--- config.mk ---
export PLATFORM = sky130hd
export DESIGN_NAME = sensor_frame_receiver_flat
export DESIGN_NICKNAME = d
export VERILOG_FILES = /design/src/rtl/sfr_pkg.sv /design/src/rtl/sfr_ifs.sv /design/src/rtl/sfr_ctrl.sv /design/src/rtl/sfr_dpath.sv /design/src/rtl/sensor_frame_receiver.sv /design/src/flat_wrapper.sv
export SDC_FILE = /design/constraint.sdc
export NUM_CORES = 1
export LEC_CHECK = 0
export BUFFER_PORTS_ARGS = -buffer_cell sky130_fd_sc_hd__buf_2
export CAP_MARGIN = 5
export CORE_MARGIN = 1.5
export CORE_UTILIZATION = 49
export DETAILED_ROUTE_END_ITERATION = 16
export GPL_TIMING_DRIVEN = 0
export PLACE_DENSITY = 0.72
export SKIP_CTS_REPAIR_TIMING = 1
export SYNTH_ARGS = -nofsm -noshare
export SYNTH_HDL_FRONTEND = slang
export SYNTH_SLANG_ARGS = --single-unit
--- constraint.sdc ---
create_clock -name clk_i -period 2.7 [get_ports clk_i]
set_input_delay 0.54 -clock clk_i [delete_from_list [all_inputs] [get_ports clk_i]]
set_output_delay 0.54 -clock clk_i [all_outputs]
set_load 0.02 [all_outputs]
--- src/rtl/sfr_pkg.sv ---
// Shared constants and types for the sensor frame receiver.
`default_nettype none

package sfr_pkg;

  localparam int BufferDepth   = 64;
  localparam int FrameOverhead = 4;
  localparam int MaxLength     = BufferDepth + FrameOverhead;

  localparam int ByteW     = 8;
  localparam int ByteIdxW  = 6;
  localparam int LenFieldW = 6;
  localparam int CntW      = (BufferDepth > 1) ? $clog2(BufferDepth) : 1;
  localparam int CfgIdxW   = 1;

  localparam logic [CfgIdxW-1:0] CfgHeaderFirst  = 1'd0;
  localparam logic [CfgIdxW-1:0] CfgHeaderSecond = 1'd1;

  localparam logic [ByteW-1:0] HeaderFirstReset  = 8'd170;
  localparam logic [ByteW-1:0] HeaderSecondReset = 8'd85;

  typedef struct packed {
    logic sum_load;
    logic sum_add;
    logic len_load;
    logic func_load;
    logic fill_clr;
    logic store_wr;
    logic emit_start;
    logic rd_en;
    logic out_load;
  } cmd_t;

  typedef struct packed {
    logic rx_eq_h1;
    logic rx_eq_h2;
    logic len_bad;
    logic fill_done;
    logic sum_match;
    logic emit_last;
    logic out_free;
  } status_t;

endpackage

`default_nettype wire

--- src/rtl/sfr_ifs.sv ---
// Channel interfaces: received bytes, frame results and register writes.
`default_nettype none

interface sfr_rx_if;
  import sfr_pkg::*;
  logic             valid;
  logic             ready;
  logic [ByteW-1:0] rx_byte;
  modport source (output valid, output rx_byte, input ready);
  modport sink   (input valid, input rx_byte, output ready);
endinterface

interface sfr_res_if;
  import sfr_pkg::*;
  logic                 valid;
  logic                 ready;
  logic [ByteW-1:0]     function_code;
  logic [ByteIdxW-1:0]  byte_index;
  logic [ByteW-1:0]     data_byte;
  logic [LenFieldW-1:0] payload_length;
  logic                 has_data;
  logic                 last;
  modport source (output valid, output function_code, output byte_index, output data_byte,
                  output payload_length, output has_data, output last, input ready);
  modport sink   (input valid, input function_code, input byte_index, input data_byte,
                  input payload_length, input has_data, input last, output ready);
endinterface

interface sfr_cfg_if;
  import sfr_pkg::*;
  logic               valid;
  logic               ready;
  logic [CfgIdxW-1:0] index;
  logic [ByteW-1:0]   data;
  modport source (output valid, output index, output data, input ready);
  modport sink   (input valid, input index, input data, output ready);
endinterface

`default_nettype wire

--- src/rtl/sfr_ctrl.sv ---
// Frame parsing and result sequencing state machine.
`default_nettype none

module sfr_ctrl (
  input  wire              clk_i,
  input  wire              rst_ni,
  input  wire              rx_valid_i,
  output logic             rx_ready_o,
  input  sfr_pkg::status_t status_i,
  output sfr_pkg::cmd_t    cmd_o
);
  import sfr_pkg::*;

  typedef enum logic [2:0] {
    S_HEAD1,
    S_HEAD2,
    S_LENGTH,
    S_FUNCTION,
    S_COLLECT,
    S_EMIT_RD,
    S_EMIT_WR
  } state_e;

  state_e state_q, state_d;
  logic   rx_fire;

  assign rx_ready_o = (state_q != S_EMIT_RD) && (state_q != S_EMIT_WR);
  assign rx_fire    = rx_valid_i && rx_ready_o;

  always_comb begin
    state_d = state_q;
    cmd_o   = '0;
    unique case (state_q)
      S_HEAD1: begin
        if (rx_fire && status_i.rx_eq_h1) begin
          cmd_o.sum_load = 1'b1;
          state_d        = S_HEAD2;
        end
      end
      S_HEAD2: begin
        if (rx_fire) begin
          if (status_i.rx_eq_h2) begin
            cmd_o.sum_add = 1'b1;
            state_d       = S_LENGTH;
          end else begin
            state_d = S_HEAD1;
          end
        end
      end
      S_LENGTH: begin
        if (rx_fire) begin
          cmd_o.len_load = 1'b1;
          cmd_o.sum_add  = 1'b1;
          state_d        = S_FUNCTION;
        end
      end
      S_FUNCTION: begin
        if (rx_fire) begin
          cmd_o.func_load = 1'b1;
          cmd_o.sum_add   = 1'b1;
          cmd_o.fill_clr  = 1'b1;
          state_d         = S_COLLECT;
        end
      end
      S_COLLECT: begin
        if (rx_fire) begin
          priority if (status_i.len_bad) begin
            state_d = S_HEAD1;
          end else if (!status_i.fill_done) begin
            cmd_o.store_wr = 1'b1;
            cmd_o.sum_add  = 1'b1;
          end else begin
            cmd_o.fill_clr = 1'b1;
            if (status_i.sum_match) begin
              cmd_o.emit_start = 1'b1;
              state_d          = S_EMIT_RD;
            end else begin
              state_d = S_HEAD1;
            end
          end
        end
      end
      S_EMIT_RD: begin
        cmd_o.rd_en = 1'b1;
        state_d     = S_EMIT_WR;
      end
      S_EMIT_WR: begin
        if (status_i.out_free) begin
          cmd_o.out_load = 1'b1;
          state_d        = status_i.emit_last ? S_HEAD1 : S_EMIT_RD;
        end
      end
      default: state_d = S_HEAD1;
    endcase
  end

  always_ff @(posedge clk_i or negedge rst_ni) begin
    if (!rst_ni) begin
      state_q <= S_HEAD1;
    end else begin
      state_q <= state_d;
    end
  end

endmodule

`default_nettype wire

--- src/rtl/sfr_dpath.sv ---
// Header registers, checksum, payload store and result register.
`default_nettype none

module sfr_dpath (
  input  wire                      clk_i,
  input  wire                      rst_ni,
  input  wire [sfr_pkg::ByteW-1:0] rx_byte_i,
  input  sfr_pkg::cmd_t            cmd_i,
  output sfr_pkg::status_t         status_o,
  sfr_cfg_if.sink                  cfg_i,
  sfr_res_if.source                res_o
);
  import sfr_pkg::*;

  logic [ByteW-1:0] hdr1_q, hdr2_q;
  logic [ByteW-1:0] sum_q, sum_d;
  logic [ByteW-1:0] len_q, func_q;
  logic [CntW-1:0]  fill_q, k_q;
  logic [CntW-1:0]  plen;
  logic [ByteW-1:0] mem_q [BufferDepth];
  logic [ByteW-1:0] rd_data_q;
  logic             out_valid_q;
  logic             emit_last;

  assign plen      = CntW'(len_q - ByteW'(FrameOverhead + 1));
  assign emit_last = ({1'b0, k_q} + (CntW + 1)'(1)) >= {1'b0, plen};

  assign status_o.rx_eq_h1  = (rx_byte_i == hdr1_q);
  assign status_o.rx_eq_h2  = (rx_byte_i == hdr2_q);
  assign status_o.len_bad   = (len_q < ByteW'(FrameOverhead + 1))
                              || ({1'b0, len_q} > (ByteW + 1)'(MaxLength));
  assign status_o.fill_done = (fill_q == plen);
  assign status_o.sum_match = (sum_q == rx_byte_i);
  assign status_o.emit_last = emit_last;
  assign status_o.out_free  = !out_valid_q || res_o.ready;

  assign cfg_i.ready = 1'b1;
  assign res_o.valid = out_valid_q;

  always_comb begin
    sum_d = sum_q;
    priority if (cmd_i.sum_load) begin
      sum_d = rx_byte_i;
    end else if (cmd_i.sum_add) begin
      sum_d = sum_q + rx_byte_i;
    end
  end

  always_ff @(posedge clk_i or negedge rst_ni) begin
    if (!rst_ni) begin
      hdr1_q      <= HeaderFirstReset;
      hdr2_q      <= HeaderSecondReset;
      sum_q       <= '0;
      len_q       <= '0;
      func_q      <= '0;
      fill_q      <= '0;
      k_q         <= '0;
      out_valid_q <= 1'b0;
    end else begin
      if (cfg_i.valid) begin
        unique case (cfg_i.index)
          CfgHeaderFirst:  hdr1_q <= cfg_i.data;
          CfgHeaderSecond: hdr2_q <= cfg_i.data;
        endcase
      end
      sum_q <= sum_d;
      if (cmd_i.len_load) begin
        len_q <= rx_byte_i;
      end
      if (cmd_i.func_load) begin
        func_q <= rx_byte_i;
      end
      if (cmd_i.fill_clr) begin
        fill_q <= '0;
      end else if (cmd_i.store_wr) begin
        fill_q <= fill_q + CntW'(1);
      end
      if (cmd_i.emit_start) begin
        k_q <= '0;
      end else if (cmd_i.out_load) begin
        k_q <= k_q + CntW'(1);
      end
      if (cmd_i.out_load) begin
        out_valid_q <= 1'b1;
      end else if (res_o.ready) begin
        out_valid_q <= 1'b0;
      end
    end
  end

  always_ff @(posedge clk_i) begin
    if (cmd_i.store_wr) begin
      mem_q[fill_q] <= rx_byte_i;
    end
    if (cmd_i.rd_en) begin
      rd_data_q <= mem_q[k_q];
    end
  end

  always_ff @(posedge clk_i) begin
    if (cmd_i.out_load) begin
      res_o.function_code  <= func_q;
      res_o.byte_index     <= ByteIdxW'(k_q);
      res_o.data_byte      <= (plen == '0) ? '0 : rd_data_q;
      res_o.payload_length <= LenFieldW'(plen);
      res_o.has_data       <= (plen != '0);
      res_o.last           <= emit_last;
    end
  end

  a_load_only_when_free: assert property (@(posedge clk_i) disable iff (!rst_ni)
    cmd_i.out_load |-> status_o.out_free)
    else $error("result register loaded while still occupied");

  a_store_in_range: assert property (@(posedge clk_i) disable iff (!rst_ni)
    cmd_i.store_wr |-> (fill_q < plen))
    else $error("payload write beyond frame data length");

  a_load_shows_valid: assert property (@(posedge clk_i) disable iff (!rst_ni)
    cmd_i.out_load |=> out_valid_q)
    else $error("loaded result not presented");

endmodule

`default_nettype wire

--- src/rtl/sensor_frame_receiver.sv ---
// Top level of the sensor frame receiver: controller plus datapath.
// Takes one byte per cycle while hunting for and collecting a frame.
// After a good checksum byte each result takes a store read (S_EMIT_RD) and
// then a result load (S_EMIT_WR, which waits while the output is stalled);
// there is one result per payload byte, or one for an empty payload, and input is held off until the last is loaded.
// Reset is asynchronous, active low: hunt restarts, headers return to 170/85.
`default_nettype none

module sensor_frame_receiver (
  input  wire       clk_i,
  input  wire       rst_ni,
  sfr_rx_if.sink    rx_i,
  sfr_cfg_if.sink   cfg_i,
  sfr_res_if.source res_o
);
  import sfr_pkg::*;

  cmd_t    cmd;
  status_t status;

  sfr_ctrl u_ctrl (
    .clk_i      (clk_i),
    .rst_ni     (rst_ni),
    .rx_valid_i (rx_i.valid),
    .rx_ready_o (rx_i.ready),
    .status_i   (status),
    .cmd_o      (cmd)
  );

  sfr_dpath u_dpath (
    .clk_i     (clk_i),
    .rst_ni    (rst_ni),
    .rx_byte_i (rx_i.rx_byte),
    .cmd_i     (cmd),
    .status_o  (status),
    .cfg_i     (cfg_i),
    .res_o     (res_o)
  );

endmodule

`default_nettype wire
--- src/flat_wrapper.sv ---
// flat-port wrapper written by rule: the top's interface ports become plain ports
module sensor_frame_receiver_flat import sfr_pkg::*;
  (clk_i, rst_ni, rx_i_valid, rx_i_rx_byte, rx_i_ready, cfg_i_valid, cfg_i_index, cfg_i_data, cfg_i_ready, res_o_valid, res_o_function_code, res_o_byte_index, res_o_data_byte, res_o_payload_length, res_o_has_data, res_o_last, res_o_ready);
  sfr_rx_if rx_i_i ();
  sfr_cfg_if cfg_i_i ();
  sfr_res_if res_o_i ();
  input  wire clk_i;
  input  wire rst_ni;
  input wire logic [$bits(rx_i_i.valid)-1:0] rx_i_valid;
  input wire logic [$bits(rx_i_i.rx_byte)-1:0] rx_i_rx_byte;
  output wire logic [$bits(rx_i_i.ready)-1:0] rx_i_ready;
  input wire logic [$bits(cfg_i_i.valid)-1:0] cfg_i_valid;
  input wire logic [$bits(cfg_i_i.index)-1:0] cfg_i_index;
  input wire logic [$bits(cfg_i_i.data)-1:0] cfg_i_data;
  output wire logic [$bits(cfg_i_i.ready)-1:0] cfg_i_ready;
  output wire logic [$bits(res_o_i.valid)-1:0] res_o_valid;
  output wire logic [$bits(res_o_i.function_code)-1:0] res_o_function_code;
  output wire logic [$bits(res_o_i.byte_index)-1:0] res_o_byte_index;
  output wire logic [$bits(res_o_i.data_byte)-1:0] res_o_data_byte;
  output wire logic [$bits(res_o_i.payload_length)-1:0] res_o_payload_length;
  output wire logic [$bits(res_o_i.has_data)-1:0] res_o_has_data;
  output wire logic [$bits(res_o_i.last)-1:0] res_o_last;
  input wire logic [$bits(res_o_i.ready)-1:0] res_o_ready;
  assign rx_i_i.valid = rx_i_valid;
  assign rx_i_i.rx_byte = rx_i_rx_byte;
  assign rx_i_ready = rx_i_i.ready;
  assign cfg_i_i.valid = cfg_i_valid;
  assign cfg_i_i.index = cfg_i_index;
  assign cfg_i_i.data = cfg_i_data;
  assign cfg_i_ready = cfg_i_i.ready;
  assign res_o_valid = res_o_i.valid;
  assign res_o_function_code = res_o_i.function_code;
  assign res_o_byte_index = res_o_i.byte_index;
  assign res_o_data_byte = res_o_i.data_byte;
  assign res_o_payload_length = res_o_i.payload_length;
  assign res_o_has_data = res_o_i.has_data;
  assign res_o_last = res_o_i.last;
  assign res_o_i.ready = res_o_ready;
  sensor_frame_receiver u_core (.clk_i(clk_i), .rst_ni(rst_ni), .rx_i(rx_i_i), .cfg_i(cfg_i_i), .res_o(res_o_i));
endmodule
==> out/results.ini <==
[status]
status = finished, violations left
violations = hold timing, setup timing

[clock_tree]
cts_made_buffers = 59
tritoncts = yes
clkLatencyLatePin_ns = 0.62
cts.sinks = 606
cts.root.buffer_cell = clkbuf_16
cts_max_path_buffers = 3
clk_pin_slew_ns = 0.06
htreeDepth = 2

[worst_setup_path]
cp_max_fo = 6
cp-start-kind = flop
worstSetupPathType = flop to flop
cp.arrival_ns = 3.19
cp.required_ns = 3.05
end_kind = flop

[timing]
clock.fmax_ghz = 0.352
rsz0062_at_grt = yes
setup_ws_ns = -0.142
tightest_slew_ns = 1.31
setup_violations = 93
fin_hold_ws_ns = -0.00933
hold_violations = 3
drv_slew = 0
skew_ns = 0.0227
period_share_pct = 105
min_period_ns = 2.84
slew_headroom_pct = 12.8

[yosys]
ys_ff_latch = 606
synth_cells = 1260
synth-edff-count = 550
synth_ff_type = edfxtp_1
synth.distinct_cells = 67
yosysSeqAreaShare_pct = 73.3
async_flop_share_pct = 9.24
avgSynthCellArea_sq_um = 19.4
syn_nets = 1300
yosysWarnings = 0
syn_area_sq_um = 24500

[power_and_ir_drop]
p_per_area_nw_per_um2 = 697
peakVddDrop_v = 0.000518
finalPower_uw = 20600
p_leak_uw = 0.00950

[detailed_routing]
initialDrtViolationCount = 1450
ant_nets = 0
drcViolationCount = 0
vias_per_cell = 5.99
vias = 12800
firstDrtPassIters = 5
wl_um = 57200
wl_per_cell_um = 26.6

[placement]
hpwlAfterDp_um = 32900
place_congestion = 0.797
dp_cells = 1978
io_buffers = 52

[global_routing]
grt_pass1_vias = 12400
grt_use_total_pct = 21.4
grt_max_degree = 71
grt_antenna_before_repair = 0
grt_overflow_total = 0
grt_pass1_wl_um = 78900

[layout]
layout_commonest_cell = edfxtp_1
antenna_cells = 0
layout_common_cells = edfxtp_1, mux4_2, clkbuf_16, nor2_4, nand2_1
drive_above_1_share_pct = 36.1
multi_input_area_sq_um = 6870
final-seq-area_sq_um = 17900
finalNonFillerCells = 2146
finalNetCount = 1476
synthToLayoutAreaGrowth_pct = 20.9
nFillCells = 3407

[floorplan]
core-area_sq_um = 49200
die_area_sq_um = 51300
initial_utilization_pct = 49.8
ios = 55
die_w_um = 226
core.rowCount = 81
dieHeight_um = 226

[run]
maxCapViolations = 0

[worst_hold_path]
hold_class = input pin to asynchronous set/reset pin

[state kept, by name, summed over array words and instances (netlist names), 3 cells and up]
signal and cells:
u_core.u_dpath.res_o.data_byte 8, u_core.u_ctrl.state_q 3, u_core.u_dpath.func_q 8, u_core.u_dpath.res_o.byte_index 6, u_core.u_dpath.fill_q 6, u_core.u_dpath.sum_q 8, u_core.u_dpath.mem_q 512, u_core.u_dpath.res_o.payload_length 6
u_core.u_dpath.hdr1_q 8, u_core.u_dpath.rd_data_q 8, u_core.u_dpath.len_q 8, u_core.u_dpath.res_o.function_code 8, u_core.u_dpath.hdr2_q 8, u_core.u_dpath.k_q 6
[kinds of logic after synthesis]
logic type      Yosys count  share of synthesized area [%]
compound gates           93                           2.80
xor+xnor                 36                           1.50
fa+ha+maj                19                          0.992
buf+inv                  81                           1.47
flops                   606                           73.3
mux                     200                           15.7
other cells               1                         0.0153
simple gates            224                           4.32
[critical path, cell delays in order, from the launching register on]
cell     delay (ns)
dfrtp_2        0.47
buf_12         0.17
buf_16         0.16
buf_12         0.13
mux4_2         0.56
mux4_2         0.58
mux4_2         0.49
[per-stage QoR]
stage | setup TNS, ns | setup slack (ns) | hold slack [ns] | instance area [sq um] | utilization (%)
finish | -3.49 | -0.142 | -0.00933 | 29600 | 60.2
global route | -31.95 | -0.194 | 0.0291 | 29600 | 60.2
CTS | -591.38 | -1.59 | 0.154 | 27600 | 56.1
detailed placement | -594.62 | -1.55 | 0.432 | 25600 | 52.1
global placement | -552.06 | -1.45 | 0.432 | 25600 | 52.0
floorplan | -6.06 | -0.0640 | 0.244 | 24500 | -
[final timing paths]
path	start	to	slack, ns	depth (start not counted)
setup / recovery	u_core.u_dpath.k_q[0]	u_core.u_dpath.rd_data_q[5]	-0.14	6
hold / removal	rst_ni	u_core.u_dpath.k_q[2]	-0.009	1
setup reg to reg	u_core.u_dpath.k_q[0]	u_core.u_dpath.rd_data_q[5]	-0.14	6
hold reg to reg	u_core.u_dpath.func_q[2]	u_core.u_dpath.res_o.function_code[2]	0.45	0
max in group asynchronous	rst_ni	u_core.u_ctrl.state_q[2]	2.14	1
min in group clk_i	cfg_i_data[6]	u_core.u_dpath.hdr2_q[6]	0.18	2
[cell type report]
class,instances,area share (%)
repair buffers,118,4.60
clock buffers,72,5.22
inverters,17,0.258
flip-flops and latches,606,60.6
well taps,664,2.81
clock inverters,35,1.36
plain buffers,60,1.93
multi-input cells,574,23.2
[synthesized netlist by cell type, drive strengths merged, types with 18 or more instances]
library cell | count | area (sq um)
buf | 35 | 186
clkbuf | 29 | 109
dfrtp | 48 | 1200
edfxtp | 550 | 16500
mux2 | 22 | 248
mux2i | 34 | 340
mux4 | 144 | 3240
nand2 | 55 | 206
nor2 | 96 | 360
o21ai | 21 | 109
o221ai | 18 | 158
xor2 | 25 | 241
[power by group]
part	internal (uW)	switching, uW
logic	741	949
registers	10400	151
clock network	4910	3440
total	16100	4540
[metal layers]
metal,global-route usage (%),share of wire [%]
met5,0,0
met4,6.41,2.7
met3,4.41,7.9
met2,34.6,50
met1,29.5,39
Note: power is estimated with default switching activity, not from simulation.
